### src/hw/rtl/pixel_neighbor_affinity_weights_top_assert.svh
// ----------------------------------------------------------------------------
// Assertion macros for the affinity weight block
// Same-cycle and next-cycle implication checks on the block clock.
// ----------------------------------------------------------------------------
`ifndef PIXEL_NEIGHBOR_AFFINITY_WEIGHTS_TOP_ASSERT_SVH
`define PIXEL_NEIGHBOR_AFFINITY_WEIGHTS_TOP_ASSERT_SVH

`define PNAW_ASSERT_NOW(lbl, ante, cons, msg) \
  lbl: assert property (@(posedge clk) disable iff (!rst_n) (ante) |-> (cons)) else $error(msg);

`define PNAW_ASSERT_NEXT(lbl, ante, cons, msg) \
  lbl: assert property (@(posedge clk) disable iff (!rst_n) (ante) |=> (cons)) else $error(msg);

`endif

### src/hw/rtl/pnaw_pkg.sv
`timescale 1ns / 1ps
// ----------------------------------------------------------------------------
// pnaw_pkg
// Types, constants and exp tables for the affinity weight block.
// ----------------------------------------------------------------------------
package pnaw_pkg;

  localparam int COLOR_W    = 24;
  localparam int CH_W       = 8;
  localparam int IDX_W      = 20;
  localparam int WGT_W      = 16;
  localparam int DIM_CFG_W  = 11;
  localparam int SIG_W      = 24;
  localparam int CFG_IDX_W  = 2;
  localparam int CFG_DATA_W = 24;
  localparam int OFIFO_DEPTH = 8;
  localparam int OFIFO_AW    = 3;
  localparam int OFIFO_CW    = 4;
  localparam int NDIR        = 4;
  localparam int WU_STAGES   = 9;

  typedef enum logic [CFG_IDX_W-1:0] {
    REG_WIDTH, REG_HEIGHT, REG_INV_SIG_COLOR, REG_INV_SIG_EDGE
  } cfg_reg_t;

  typedef enum logic [1:0] {DIR_DOWN, DIR_UP, DIR_RIGHT, DIR_LEFT} dir_t;

  typedef enum logic [1:0] {RD_CENTER, RD_SIDE, RD_LEFT} rd_sel_t;

  typedef enum logic [2:0] {
    ST_IDLE, ST_RD0, ST_RD1, ST_RD2, ST_RD3, ST_WAIT, ST_ISSUE
  } state_t;

  typedef struct packed {
    logic    accept;
    rd_sel_t rd_sel;
    logic    cap0;
    logic    cap1;
    logic    cap2;
    logic    wr;
    logic    issue;
    dir_t    dir;
  } dp_cmd_t;

  typedef struct packed {
    logic skip;
    logic room;
  } dp_status_t;

  typedef struct packed {
    logic [IDX_W-1:0] cidx;
    logic [IDX_W-1:0] nidx;
    dir_t             dir;
    logic             last;
  } meta_t;

  typedef struct packed {
    meta_t            meta;
    logic [WGT_W-1:0] weight;
  } res_t;

  function automatic logic [24:0] exp_int(input logic [3:0] k);
    logic [24:0] v;
    case (k)
      4'd0:  v = 25'd16777216;
      4'd1:  v = 25'd6171993;
      4'd2:  v = 25'd2270549;
      4'd3:  v = 25'd835288;
      4'd4:  v = 25'd307285;
      4'd5:  v = 25'd113044;
      4'd6:  v = 25'd41587;
      4'd7:  v = 25'd15299;
      4'd8:  v = 25'd5628;
      4'd9:  v = 25'd2070;
      4'd10: v = 25'd762;
      4'd11: v = 25'd280;
      default: v = 25'd0;
    endcase
    return v;
  endfunction

  function automatic logic [24:0] exp_frac(input logic [3:0] j);
    logic [24:0] v;
    case (j)
      4'd0:  v = 25'd16777216;
      4'd1:  v = 25'd15760736;
      4'd2:  v = 25'd14805841;
      4'd3:  v = 25'd13908801;
      4'd4:  v = 25'd13066109;
      4'd5:  v = 25'd12274473;
      4'd6:  v = 25'd11530801;
      4'd7:  v = 25'd10832185;
      4'd8:  v = 25'd10175896;
      4'd9:  v = 25'd9559370;
      4'd10: v = 25'd8980197;
      4'd11: v = 25'd8436114;
      4'd12: v = 25'd7924996;
      4'd13: v = 25'd7444844;
      4'd14: v = 25'd6993783;
      default: v = 25'd6570052;
    endcase
    return v;
  endfunction

endpackage

### src/hw/rtl/pnaw_ctrl.sv
`timescale 1ns / 1ps
// ----------------------------------------------------------------------------
// pnaw_ctrl
// Sequencer: item accept, line buffer reads, weight issue per direction.
// ----------------------------------------------------------------------------
module pnaw_ctrl import pnaw_pkg::*; (
  input  logic       clk,
  input  logic       rst_n,
  input  logic       in_valid,
  output logic       in_ready,
  input  dp_status_t st,
  output dp_cmd_t    cmd
);

  state_t     state_r, state_nxt;
  logic [1:0] dir_r, dir_nxt;

  always_ff @(posedge clk) begin
    if (!rst_n) begin
      state_r <= ST_IDLE;
      dir_r   <= 2'd0;
    end else begin
      state_r <= state_nxt;
      dir_r   <= dir_nxt;
    end
  end

  always_comb begin
    state_nxt = state_r;
    dir_nxt   = dir_r;
    in_ready  = 1'b0;
    cmd       = '0;
    cmd.dir   = dir_t'(dir_r);
    case (state_r)
      ST_IDLE: begin
        in_ready   = 1'b1;
        cmd.accept = in_valid;
        if (in_valid && !st.skip) state_nxt = ST_RD0;
      end
      ST_RD0: begin
        cmd.rd_sel = RD_CENTER;
        state_nxt  = ST_RD1;
      end
      ST_RD1: begin
        cmd.rd_sel = RD_SIDE;
        cmd.cap0   = 1'b1;
        cmd.wr     = 1'b1;
        state_nxt  = ST_RD2;
      end
      ST_RD2: begin
        cmd.rd_sel = RD_LEFT;
        cmd.cap1   = 1'b1;
        state_nxt  = ST_RD3;
      end
      ST_RD3: begin
        cmd.cap2  = 1'b1;
        state_nxt = ST_WAIT;
      end
      ST_WAIT: begin
        if (st.room) begin
          state_nxt = ST_ISSUE;
          dir_nxt   = 2'd0;
        end
      end
      ST_ISSUE: begin
        cmd.issue = 1'b1;
        dir_nxt   = dir_r + 2'd1;
        if (dir_t'(dir_r) == DIR_LEFT) state_nxt = ST_IDLE;
      end
      default: state_nxt = ST_IDLE;
    endcase
  end

endmodule

### config.mk
export PLATFORM = sky130hd
export DESIGN_NAME = pnaw_ctrl
export DESIGN_NICKNAME = d
export VERILOG_FILES = /design/src/hw/rtl/pixel_neighbor_affinity_weights_top_assert.svh /design/src/hw/rtl/pnaw_pkg.sv /design/src/hw/rtl/pnaw_ctrl.sv
export SDC_FILE = /design/constraint.sdc
export NUM_CORES = 1
export LEC_CHECK = 0
export BUFFER_PORTS_ARGS = -buffer_cell sky130_fd_sc_hd__clkbuf_2
export CAP_MARGIN = 25
export CELL_PAD_IN_SITES_DETAIL_PLACEMENT = 1
export CELL_PAD_IN_SITES_GLOBAL_PLACEMENT = 1
export CORE_AREA = 2 2 39 41
export DETAILED_ROUTE_END_ITERATION = 10
export DIE_AREA = 0 0 41 43
export GPL_ROUTABILITY_DRIVEN = 0
export HOLD_SLACK_MARGIN = 0.15
export PLACE_DENSITY_LB_ADDON = 0.1
export SLEW_MARGIN = 20
export SYNTH_ARGS = -nofsm -noshare
export SYNTH_HDL_FRONTEND = slang
export SYNTH_SLANG_ARGS = --single-unit
### constraint.sdc
create_clock -name clk -period 1.64 [get_ports clk]
set_clock_uncertainty 0.05 [all_clocks]
set_input_delay 0.082 -clock clk [delete_from_list [all_inputs] [get_ports clk]]
set_output_delay 0.082 -clock clk [all_outputs]
set_load 0.005 [all_outputs]
==> results.yml <==
yosys:
  synth_area_leaders: "dfxtp_1 28%, buf_4 6.4%, buf_6 6.4%"
  ys.flop_type: "dfxtp_1"
  synth_top_family_by_area: "compound AO/OA/AOI/OAI gates"
  synth_xor_area_share_pct: 0
  ys_ff_latch: 5
  synth.distinct_cells: 22
  synthArstFlopShare_pct: 0
  yosys.area.top_type: "dfxtp_1"
  synth_most_common_cell: "dfxtp_1"
  synth_common_cells: "5 x dfxtp_1, 4 x nand2_1, 4 x nor2_1"
  syn_avg_cell_area_um2: 8.40
  syn_inst: 42
  ys_warn_count: 0
  synth_adder_area_share_pct: 3.55
  syn_area_um2: 353
  synth_enable_flop_cells: 0
  synth_top_cell_area_share_pct: 28.4
  yosys-mux-area-fraction_pct: 0
  synth_simple_gate_area_share_pct: 24.5
  syn_nets: 48
  ys_seq_area_share_pct: 28.4
  synth_compound_area_share_pct: 28.7
critical_path:
  regToRegSetupSlack_ps: 390
  max_stage_delay_ps: 540
  endpoint: "cmd[3]"
  worst_setup_path_start_kind: "flop"
  path_buf_inv: 1
  rr_startpoint: "state_r[2]"
  startpoint: "state_r[1]"
  path_cells: "nand2b_1 -> nor2_1 -> clkbuf_2"
  r2r_end: "state_r[1]"
  cp-end-kind: "output port"
  reg2reg_depth: 3
  critPathArrivalTime_ps: 1300
  critPathSlowestCell: "dfxtp_1"
  cp.required_ps: 1510
  path_max_fanout: 12
  critPathTopFamily: "flip-flops"
  crit_cells: 3
  path_class: "flop to output port"
layout:
  stdcell_area_um2: 439
  fill_cells: 184
  syn2layout_area_growth_pct: 24.5
  regArea_um2: 100
  nets: 64
  layout-drive-gt1-share_pct: 42.1
  multi_input_area_um2: 200
  n_antenna_cell: 0
run_status:
  status: "finished clean"
global_route:
  grt_use_total_pct: 12.3
  grt_max_degree: 15
  antenna_found_initial: 0
  grt-ovfl-total: 0
  grt_pass1_wl_um: 1460
  grt_pass1_vias: 309
run:
  maxCapViolCount: 0
clocking:
  cts_setup_buffers: 0
  cts_tree: "yes"
  htreeDepth: 1
  clk_latency_ps: 240
  clk_pin_slew_worst_paths_ps: 40
  cts-root-buf: "clkbuf_4"
  clockBufferDepth: 2
  cts_buffers: 3
  cts.sinks: 5
floorplanning:
  dieArea_um2: 1760
  core_um2: 1380
  initial_core_util_pct: 25.5
  die_w_um: 41
  io_pins: 16
  num_rows: 14
  die_h_um: 43
placement:
  dp.final_hpwl_um: 657
  place_area_um2: 403
  port_buffers: 15
  place_ws_ps: 391
timing:
  max-slew-margin-rel_pct: 68.1
  fin_setup_tns_ps: 0
  layout_min_cycle_time_ps: 1430
  fin_ws_ps: 206
  drv_slew: 0
  max_freq_ghz: 0.697
  finalSetupViolations: 0
  fin_crit_sh_pct: 87.4
  rsz0062_at_grt: "false"
  hold_viol_final: 0
  worst_slew_pin_slew_ps: 478
route:
  drc: 0
  drt-initial-drc-count: 3
  avgRoutedWirePerCell_um: 12.1
  first_pass_iters: 2
  dr.max_layer_used: "met3"
  finalWirelength_um: 882
  ant_nets: 0
  vias: 325
  wl_met1_um: 427
  viasPerCell: 4.45
  wl_met3_um: 45
  wl_met2_um: 408
pwr:
  vdd_ir_drop_max_uv: 236
  power.density_nw_per_um2: 690
  leakage_nw: 0.207
worst_hold_path:
  hold_path.class: "input port to flop"
metrics by stage:
| stage | util [%] | hold slack [ps] | std cells | power, W |
|---|---|---|---|---|
| after floorplan | - | 149 | 42 | 0.000149 |
| after global placement | 29.1 | 332 | 68 | 0.000159 |
| after detailed placement | 29.1 | 346 | 68 | 0.000160 |
| after CTS | 31.7 | 169 | 73 | 0.000315 |
| after global routing | 31.7 | 195 | 73 | 0.000324 |
| final | 31.7 | 183 | 73 | 0.000303 |
worst register-to-register path, stage by stage (launching register included):
cell       delay, ps
dfxtp_1          610
nand2_1          100
a2bb2oi_1        150
o221a_1          230
logic make-up (layout without fill, tap and decap cells):
| logic type | after synthesis | in the layout |
|---|---|---|
| AO/OA/AOI/OAI | 13 | 13 |
| adder cells (fa/ha/maj) | 1 | 1 |
| flip-flops | 5 | 5 |
| buffers and inverters | 7 | 22 |
| AND/OR/NAND/NOR | 16 | 16 |
worst min-delay path by stage:
| stage | end | from | depth (start not counted) |
|---|---|---|---|
| after global placement | dir_r[1] | rst_n | 3 |
| final | state_r[0] | st[0] | 3 |
| after CTS | state_r[0] | st[0] | 3 |
| after global routing | state_r[0] | st[0] | 3 |
| after floorplan | dir_r[0] | rst_n | 2 |
| after detailed placement | dir_r[1] | rst_n | 3 |
cell usage in the layout, fill, tap and decap left out, drive strengths merged, types with 2 or more instances in the layout:
master   n
nand2    4
o22ai    2
and2     2
nand2b   2
nor2     4
clkbuf  19
dfxtp    5
inv      2
a21oi    4
o21ai    3
area by class of cell:
class                   count  share of cell area [%]
inverters                   2                    1.71
flip-flops and latches      5                    22.8
well taps                  16                    4.56
repair buffers             16                    19.4
multi-input cells          30                    45.6
clock buffers               4                    5.98
power by group:
group / internal (W) / switching, W / total [W]
combinational: 0.0000170 / 0.0000132 / 0.0000302
sequential: 0.000124 / 0.00000516 / 0.000129
clock: 0.0000921 / 0.0000518 / 0.000144
per-layer routing:
layer,vias to the layer above,track usage (%)
met5,-,0
met4,0,10.0
met3,0,1.57
met2,9,15.3
met1,143,17.9
li1,173,-
sequential cells by signal, summed over array words and instances, names as in the netlist:
register / cells
state_r: 3
dir_r: 2
what timing repair did:
action / CTS / global route
endpoints found under the hold margin: 5 / 0
hold buffers: 1 / 0
setup endpoints to repair: 0 / 0
resized for setup: 0 / 0
(Power assumes the default switching activity.)
