### src/hw/rtl/pixel_neighbor_affinity_weights_top_assert.svh
// ----------------------------------------------------------------------------
// Assertion macros for the affinity weight block
// Same-cycle and next-cycle implication checks on the block clock.
// ----------------------------------------------------------------------------
`ifndef PIXEL_NEIGHBOR_AFFINITY_WEIGHTS_TOP_ASSERT_SVH
`define PIXEL_NEIGHBOR_AFFINITY_WEIGHTS_TOP_ASSERT_SVH

`define PNAW_ASSERT_NOW(lbl, ante, cons, msg) \
  lbl: assert property (@(posedge clk) disable iff (!rst_n) (ante) |-> (cons)) else $error(msg);

`define PNAW_ASSERT_NEXT(lbl, ante, cons, msg) \
  lbl: assert property (@(posedge clk) disable iff (!rst_n) (ante) |=> (cons)) else $error(msg);

`endif

### src/hw/rtl/pnaw_pkg.sv
`timescale 1ns / 1ps
// ----------------------------------------------------------------------------
// pnaw_pkg
// Types, constants and exp tables for the affinity weight block.
// ----------------------------------------------------------------------------
package pnaw_pkg;

  localparam int COLOR_W    = 24;
  localparam int CH_W       = 8;
  localparam int IDX_W      = 20;
  localparam int WGT_W      = 16;
  localparam int DIM_CFG_W  = 11;
  localparam int SIG_W      = 24;
  localparam int CFG_IDX_W  = 2;
  localparam int CFG_DATA_W = 24;
  localparam int OFIFO_DEPTH = 8;
  localparam int OFIFO_AW    = 3;
  localparam int OFIFO_CW    = 4;
  localparam int NDIR        = 4;
  localparam int WU_STAGES   = 9;

  typedef enum logic [CFG_IDX_W-1:0] {
    REG_WIDTH, REG_HEIGHT, REG_INV_SIG_COLOR, REG_INV_SIG_EDGE
  } cfg_reg_t;

  typedef enum logic [1:0] {DIR_DOWN, DIR_UP, DIR_RIGHT, DIR_LEFT} dir_t;

  typedef enum logic [1:0] {RD_CENTER, RD_SIDE, RD_LEFT} rd_sel_t;

  typedef enum logic [2:0] {
    ST_IDLE, ST_RD0, ST_RD1, ST_RD2, ST_RD3, ST_WAIT, ST_ISSUE
  } state_t;

  typedef struct packed {
    logic    accept;
    rd_sel_t rd_sel;
    logic    cap0;
    logic    cap1;
    logic    cap2;
    logic    wr;
    logic    issue;
    dir_t    dir;
  } dp_cmd_t;

  typedef struct packed {
    logic skip;
    logic room;
  } dp_status_t;

  typedef struct packed {
    logic [IDX_W-1:0] cidx;
    logic [IDX_W-1:0] nidx;
    dir_t             dir;
    logic             last;
  } meta_t;

  typedef struct packed {
    meta_t            meta;
    logic [WGT_W-1:0] weight;
  } res_t;

  function automatic logic [24:0] exp_int(input logic [3:0] k);
    logic [24:0] v;
    case (k)
      4'd0:  v = 25'd16777216;
      4'd1:  v = 25'd6171993;
      4'd2:  v = 25'd2270549;
      4'd3:  v = 25'd835288;
      4'd4:  v = 25'd307285;
      4'd5:  v = 25'd113044;
      4'd6:  v = 25'd41587;
      4'd7:  v = 25'd15299;
      4'd8:  v = 25'd5628;
      4'd9:  v = 25'd2070;
      4'd10: v = 25'd762;
      4'd11: v = 25'd280;
      default: v = 25'd0;
    endcase
    return v;
  endfunction

  function automatic logic [24:0] exp_frac(input logic [3:0] j);
    logic [24:0] v;
    case (j)
      4'd0:  v = 25'd16777216;
      4'd1:  v = 25'd15760736;
      4'd2:  v = 25'd14805841;
      4'd3:  v = 25'd13908801;
      4'd4:  v = 25'd13066109;
      4'd5:  v = 25'd12274473;
      4'd6:  v = 25'd11530801;
      4'd7:  v = 25'd10832185;
      4'd8:  v = 25'd10175896;
      4'd9:  v = 25'd9559370;
      4'd10: v = 25'd8980197;
      4'd11: v = 25'd8436114;
      4'd12: v = 25'd7924996;
      4'd13: v = 25'd7444844;
      4'd14: v = 25'd6993783;
      default: v = 25'd6570052;
    endcase
    return v;
  endfunction

endpackage

### src/hw/rtl/pnaw_ofifo.sv
`timescale 1ns / 1ps
// ----------------------------------------------------------------------------
// pnaw_ofifo
// Output item queue with credit count covering items still in the pipeline.
// ----------------------------------------------------------------------------
module pnaw_ofifo import pnaw_pkg::*; (
  input  logic clk,
  input  logic rst_n,
  input  logic reserve,
  input  logic push,
  input  res_t push_data,
  output logic pop_valid,
  input  logic pop_ready,
  output res_t pop_data,
  output logic room,
  output logic full
);

  res_t                mem_r [OFIFO_DEPTH];
  logic [OFIFO_AW-1:0] wp_r, rp_r;
  logic [OFIFO_CW-1:0] cnt_r, credit_r;
  logic                pop;

  assign pop_valid = cnt_r != '0;
  assign pop       = pop_valid && pop_ready;
  assign pop_data  = mem_r[rp_r];
  assign full      = cnt_r == OFIFO_CW'(OFIFO_DEPTH);
  assign room      = credit_r <= OFIFO_CW'(OFIFO_DEPTH - NDIR);

  always_ff @(posedge clk) begin
    if (push) mem_r[wp_r] <= push_data;
  end

  always_ff @(posedge clk) begin
    if (!rst_n) begin
      wp_r     <= '0;
      rp_r     <= '0;
      cnt_r    <= '0;
      credit_r <= '0;
    end else begin
      if (push) wp_r <= wp_r + OFIFO_AW'(1);
      if (pop)  rp_r <= rp_r + OFIFO_AW'(1);
      cnt_r    <= cnt_r + OFIFO_CW'(push) - OFIFO_CW'(pop);
      credit_r <= credit_r + OFIFO_CW'(reserve) - OFIFO_CW'(pop);
    end
  end

endmodule

### config.mk
export PLATFORM = sky130hd
export DESIGN_NAME = pnaw_ofifo
export DESIGN_NICKNAME = d
export VERILOG_FILES = /design/src/hw/rtl/pixel_neighbor_affinity_weights_top_assert.svh /design/src/hw/rtl/pnaw_pkg.sv /design/src/hw/rtl/pnaw_ofifo.sv
export SDC_FILE = /design/constraint.sdc
export NUM_CORES = 1
export LEC_CHECK = 0
export BUFFER_PORTS_ARGS = -buffer_cell sky130_fd_sc_hd__buf_2
export CORE_MARGIN = 5
export CORE_UTILIZATION = 36
export CTS_CLUSTER_DIAMETER = 60
export CTS_CLUSTER_SIZE = 8
export DETAILED_ROUTE_END_ITERATION = 6
export PLACE_DENSITY_LB_ADDON = 0.2
export SYNTH_ARGS = -nofsm -noshare
export SYNTH_HDL_FRONTEND = slang
export SYNTH_SLANG_ARGS = --single-unit
### constraint.sdc
create_clock -name clk -period 14.8 [get_ports clk]
set_input_delay 2.96 -clock clk [delete_from_list [all_inputs] [get_ports clk]]
set_output_delay 2.96 -clock clk [all_outputs]
set_load 0.01 [all_outputs]
==> out/qor.yml, run 1 <==
status: "finished, final reports clean"
critPathKind: "register to output pin"
syn_inst: 783
cts_buffers: 72
start_util_pct: 36.3
post-dp-hpwl_um: 19900
cp_data_required_time_ps: 11840
worstReg2RegStart: "wp_r[0]"
yosysWarnings: 0
row_count: 83
num_vias: 8294
core_area_um2: 51300
viasPerCell: 5.00
ys_seq_area_share_pct: 77.9
fp.dieW_um: 237
netlist_area_um2: 18600
p_sw_share_pct: 22.7
hold_violations: 0
power.leakage_uw: 0.00704
firstDrtPassIters: 4
clock_skew_ps: 11.5
die_h_um: 237
slew_violations: 0
syn-num-nets: 860
hold_path_class: "register to register"
drt_iter0_markers: 538
cts_tree: "done"
max_freq_ghz: 0.159
switching_power_uw: 792
dieArea_um2: 56400
drc: 0
path_max_fanout: 66
tns_ps: 0
grt_setup_unrepaired: "false"
peakVddDrop_v: 0.0000794
yosys-top-cells-area: "edfxtp_1 (76%), mux4_2 (14%), mux2_2 (3.6%)"
fin_crit_ps: 6270
hold_start: "rp_r[2]"
grt.total_usage_pct: 13.8
min_period_over_period_pct: 42.4
wl_per_cell_um: 23.3
cap_violations: 0
wirelength_um: 38600
arrival_ps: 3310
numClockSinks: 489
clk_pin_slew_worst_paths_ps: 50
ys_ff_latch: 489
hold_depth: 2
start_kind: "register"
cts_hold_buf: 0
clock_latency_ps: 560
reg2reg_slack_ps: 12260
gr-total-overflow: 0
clock_power_share_pct: 40.3
seqPwrFrac_pct: 46.3
area_growth_pct: 18.1
power_density_nw_per_um2: 158
worst_pin_slew_ps: 1110
r2r_end: "mem_r[5][39]"
final_nets: 1037
ctsResizeCount: 0
num_io_pins: 126
slew_headroom_pct: 25.8
syn_avg_cell_area_um2: 23.8
grt_pass1_wl_um: 58100
setup_violations: 0
grt_max_degree: 87
place_congestion: 0.670
p_int_uw: 2690
worst_setup_path_end_kind: "output pin"
antenna_found_initial: 6
cts_setup_buffers: 0
synth_cell_types: 28
place_ws_ps: 8980
comb_power_share_pct: 13.4
synth_top_area_share_pct: 76.1
drtAntennaViolNets: 0
synth_top_area_cell: "edfxtp_1"
layout_setup_ws_ps: 8530
r2r_cells: 3
clockBufferDepth: 3
cts_root_buf: "clkbuf_16"
htreeDepth: 3
drive_above_1_share_pct: 41.4
io_buffers: 125
grt_pass1_vias: 9098
[metal layers]
layer / track usage (%) / part of all wire (%) / vias up
met2: 21.3 / 47 / 188
li1: - / - / 3628
met1: 19.2 / 45 / 4400
met3: 3.91 / 6.0 / 68
met5: 0 / 0.19 / -
met4: 4.39 / 1.9 / 10
[cell usage after synthesis]
library cell    n
xor2_1          2
buf_12          2
nor3b_1         1
buf_6           1
or3b_2          1
inv_1           7
nand2_1        11
nand2b_1        7
buf_8           1
dfxtp_1        17
mux2i_1        10
edfxtp_1      472
mux4_2        118
nor2b_1         2
xnor2_1         3
fa_1            2
ha_1           11
mux2_2         59
nor2_1          8
nor3_1          2
clkbuf_1       17
a21oi_1         2
a21o_1          2
o21ai_0         1
or2_2           2
nand3_1         1
and2_1          7
buf_2          14
[power by group through the flow]
| stage | clock network (uW) | registers (uW) | logic (uW) |
|---|---|---|---|
| floorplan | 0 | 1610 | 347 |
| global route | 1520 | 1620 | 515 |
| global placement | 0 | 1640 | 478 |
| CTS | 1450 | 1620 | 484 |
| detailed placement | 0 | 1640 | 483 |
| finish | 1410 | 1610 | 467 |
[state kept, by name, indices dropped and copies added (netlist names), named ones only]
| register | cells |
|---|---|
| mem_r | 472 |
| credit_r | 4 |
| rp_r | 3 |
| cnt_r | 4 |
| wp_r | 3 |
[worst max-delay path, stage by stage, from the launching register on]
cell,delay [ps]
dfxtp_4,1050
buf_4,800
mux4_2,420
mux2_2,310
buf_2,150
[how the worst max path moves through the flow]
stage	to	depth (start not counted)	slack, ps	startpoint
after floorplan	mem_r[0][0]	2	7180	push
after global placement	pop_data[23]	4	8980	register
after detailed placement	pop_data[23]	4	8980	register
after CTS	pop_data[23]	4	8360	register
after global routing	pop_data[23]	4	8290	register
final	pop_data[6]	4	8530	register
[kinds of logic (layout without fill, tap and decap cells)]
family / count (synthesis) / count (layout) / share of synthesized area [%]
AND/OR/NAND/NOR: 42 / 42 / 1.16
AO/OA/AOI/OAI: 5 / 5 / 0.161
buffers and inverters: 42 / 234 / 1.22
flip-flops: 489 / 489 / 77.9
XOR/XNOR: 5 / 5 / 0.235
adder cells (fa/ha/maj): 13 / 13 / 0.954
multiplexers: 187 / 187 / 18.4
other: 0 / 3 / 0
[cell usage in the layout, fill, tap and decap left out]
master	count
nand2_1	11
inv_1	7
or2_2	2
a21o_1	2
buf_4	12
clkinvlp_4	1
nor3b_1	1
buf_12	1
clkinv_1	2
xnor2_1	3
dfxtp_1	14
mux2_2	59
clkbuf_1	12
and2_1	7
dfxtp_4	3
nand3_1	1
ha_1	11
nor2_1	2
clkbuf_16	74
edfxtp_1	472
fa_1	2
mux2i_1	10
nand2b_1	7
nor2b_1	2
o21ai_0	1
nor2_4	6
nor3_2	2
diode_2	3
or3b_2	1
mux4_2	118
a21oi_1	2
xor2_1	2
buf_2	125
[layout make-up]
class / instances / area [um2]
flip-flops and latches: 489 / 14500
clock inverters: 3 / 15.0
repair buffers: 138 / 736
diodes: 3 / 7.51
fillers: 4411 / 29300
multi-input cells: 252 / 3940
inverters: 7 / 26.3
well taps: 680 / 851
clock buffers: 86 / 1900
[stage by stage]
stage                     total power [uW]  hold WS, ps  utilization [%]  cell area, um2  cells
after global placement                2120          456             39.1           20100   1566
after floorplan                       1960          456                -           18600    783
after detailed placement              2120          474             39.1           20100   1566
after global routing                  3660          504             42.9           22000   1655
final                                 3490          479             42.9           22000   1658
after CTS                             3560          480             42.9           22000   1655
(Power assumes the default switching activity.)
==> run 2, diff against run 1 <==
- clock period: 14.8 -> 5.83 ns (I/O delays scaled with it)
==> run 2 against run 1 <==
  * Flip-flop and latch count stayed put
  * Die area unchanged
  * Sequential share of layout area shrank 0.58 points
  * Non-clock buffer count is 3 higher
  * Hold slack better by 4.7 ps
  * Global-route usage is essentially flat
  * Clock skew grew 3.9 ps
  * Via count hardly changed
  * Core utilization increased by 0.38 points
  * Clock-buffer cell count is 3 higher
  * Clock power grew to 2.7 times the previous value
  * Critical path depth unchanged
  * Critical path type unchanged
  * Critical endpoint is now pop_data[40]
  * Largest power group unchanged
==> out/qor.yml, run 2 (synthesis results as in run 1) <==
status: "finished, final reports clean"
slowest_delay_ps: 940  # -110 ps
final_cell_mix: "edfxtp_1 (472), buf_2 (125), mux4_2 (118)"
worstReg2RegStart: "cnt_r[2]"
firstDrtPassIters: 4  # unchanged
clock_skew_ps: 15.4  # +3.93 ps
core_area_um2: 51300  # unchanged
hold_path_class: "register to register"
numClockSinks: 489  # unchanged
largest_register: "mem_r"
hold_violations: 0  # unchanged
cts_tree: "done"
num_io_pins: 126  # unchanged
grt.total_usage_pct: 13.8  # about the same
viasPerCell: 4.98  # -0.42%
crit_family: "flip-flops"
seqPwrFrac_pct: 45.5  # -0.8 points
drive_above_1_share_pct: 42.2  # +0.74 points
worst_setup_path_end_kind: "output pin"
wirelength_um: 38600  # about the same
grt_pass1_vias: 9197  # +1.1%
io_buffers: 125  # unchanged
cap_violations: 0  # unchanged
row_count: 83  # unchanged
clockBufferDepth: 3  # unchanged
arrival_ps: 3020  # -290 ps
fin_crit_ps: 4190
peakVddDrop_v: 0.000177  # +120%
final_nets: 1041  # +0.39%
power_density_nw_per_um2: 407  # +160%
dpl.cell_count: 1569  # +0.19%
drtAntennaViolNets: 0  # unchanged
grt_setup_unrepaired: "false"
hold_start: "rp_r[2]"
largest_register_ffs: 472  # unchanged
start_kind: "register"
min_period_over_period_pct: 71.8
cts_buffers: 73  # +1.4%
wl_per_cell_um: 23.2  # -0.43%
grt_pass1_wl_um: 58300  # +0.41%
cts_root_buf: "clkbuf_16"
power.leakage_uw: 0.00713  # +1.2%
critPathKind: "register to output pin"
switching_power_uw: 2090  # +160%
cts_setup_buffers: 0  # unchanged
place_congestion: 0.684  # +2.2%
gr-total-overflow: 0  # unchanged
fp.dieW_um: 237  # unchanged
reg2reg_slack_ps: 3310  # -8950 ps
cts_hold_buf: 0  # unchanged
drt_iter0_markers: 520  # -3.3%
path_max_fanout: 44  # -33%
r2r_end: "credit_r[2]"
slew_violations: 0  # unchanged
start_util_pct: 36.3  # unchanged
final_common_cell: "edfxtp_1"
num_vias: 8299  # +0.060%
clk_pin_slew_worst_paths_ps: 50  # about the same
worst_pin_slew_ps: 1010  # -99.8 ps
cpMaxStageDelayCell: "dfxtp_4"
setup_violations: 0  # unchanged
drc: 0  # unchanged
grt_max_degree: 68  # -22%
area_growth_pct: 19.1
cp_cell_sequence: "buf_12 > mux4_2 > mux2_2 > buf_2"
dieArea_um2: 56400  # unchanged
max_freq_ghz: 0.239
tns_ps: 0  # unchanged
place_ws_ps: 2160  # -6820 ps
cp_data_required_time_ps: 4660  # -7180 ps
largestRegisters: "mem_r: 472 flops, cnt_r: 4 flops, credit_r: 4 flops"
fin_cells: 1666  # +0.48%
cp_num_buf_inv: 2  # unchanged
htreeDepth: 3  # unchanged
slew_headroom_pct: 32.5  # +6.7 points
clock_power_share_pct: 41.4  # +1.1 points
clock_latency_ps: 580  # +20 ps
p_sw_share_pct: 23.1  # +0.39 points
r2r_cells: 9  # +6
comb_power_share_pct: 13.1  # -0.3 points
antenna_found_initial: 8  # +2
post-dp-hpwl_um: 20000  # +0.55%
hold_depth: 2  # unchanged
p_int_uw: 6950  # +160%
fillers: 4410  # -0.023%
layout_setup_ws_ps: 1640  # -6880 ps
ctsResizeCount: 0  # unchanged
die_h_um: 237  # unchanged
==> run 2: cell types whose count changed in the layout (fill, tap and decap cells not counted), sizes merged <==
cell    previous run  this run
buf              138       141
clkbuf            86        89
clkinv             2         3
diode              3         2
inv                7         9
==> run 2: cell type report <==
class | instances | area [um2] | share of cell area, %
Tap cell | 680 | 851 | 3.83
Inverter | 7 | 26.3 | 0.118
Sequential cell | 489 | 14500 | 65.4
Clock buffer | 89 | 1970 | 8.88
Multi-Input combinational cell | 252 | 3940 | 17.8
Timing Repair Buffer | 141 | 821 | 3.70
Antenna cell | 2 | 5.00 | 0.0225
Clock inverter | 6 | 51.3 | 0.231
==> run 2: worst min-delay path: cells and delay by family, from the launching register on <==
| family | cells | cell delay (ps) |
|---|---|---|
| flops | 1 | 300 |
| mux | 1 | 70 |
| simple gates | 1 | 70 |
==> run 2: power by group through the flow <==
stage / Sequential (uW) / Clock [uW] / Combinational, uW
3_5_place_dp: 4180 / 0 / 1210
6_report: 4110 / 3740 / 1180
5_1_grt: 4130 / 4010 / 1300
3_3_place_gp: 4180 / 0 / 1210
2_1_floorplan: 4080 / 0 / 882
4_1_cts: 4120 / 3850 / 1220
==> run 2: how the worst max path moves through the flow <==
stage	startpoint	endpoint	slack, ps	depth (start not counted)
global route	register	pop_data[35]	1420	4
floorplan	push	mem_r[0][0]	6	2
global placement	register	pop_data[40]	2160	4
CTS	register	pop_data[40]	1520	4
detailed placement	register	pop_data[40]	2160	4
finish	register	pop_data[40]	1640	4
==> run 2: per-layer routing <==
metal  global-route usage [%]  vias up  routed length (um)
li1                         -     3644                   -
met1                     18.1     4390               16800
met2                     21.8      185               18500
met3                     4.50       66                2480
met4                     4.72       14                 738
met5                        0        -                  92
==> run 2: stage by stage <==
step                power (uW)  util (%)  cell area [um2]  hold slack, ps
floorplan                 4970         -            18600             456
global placement          5390      39.3            20200             465
detailed placement        5400      39.3            20200             482
CTS                       9190      43.3            22200             487
global route              9440      43.3            22200             511
finish                    9030      43.3            22200             484
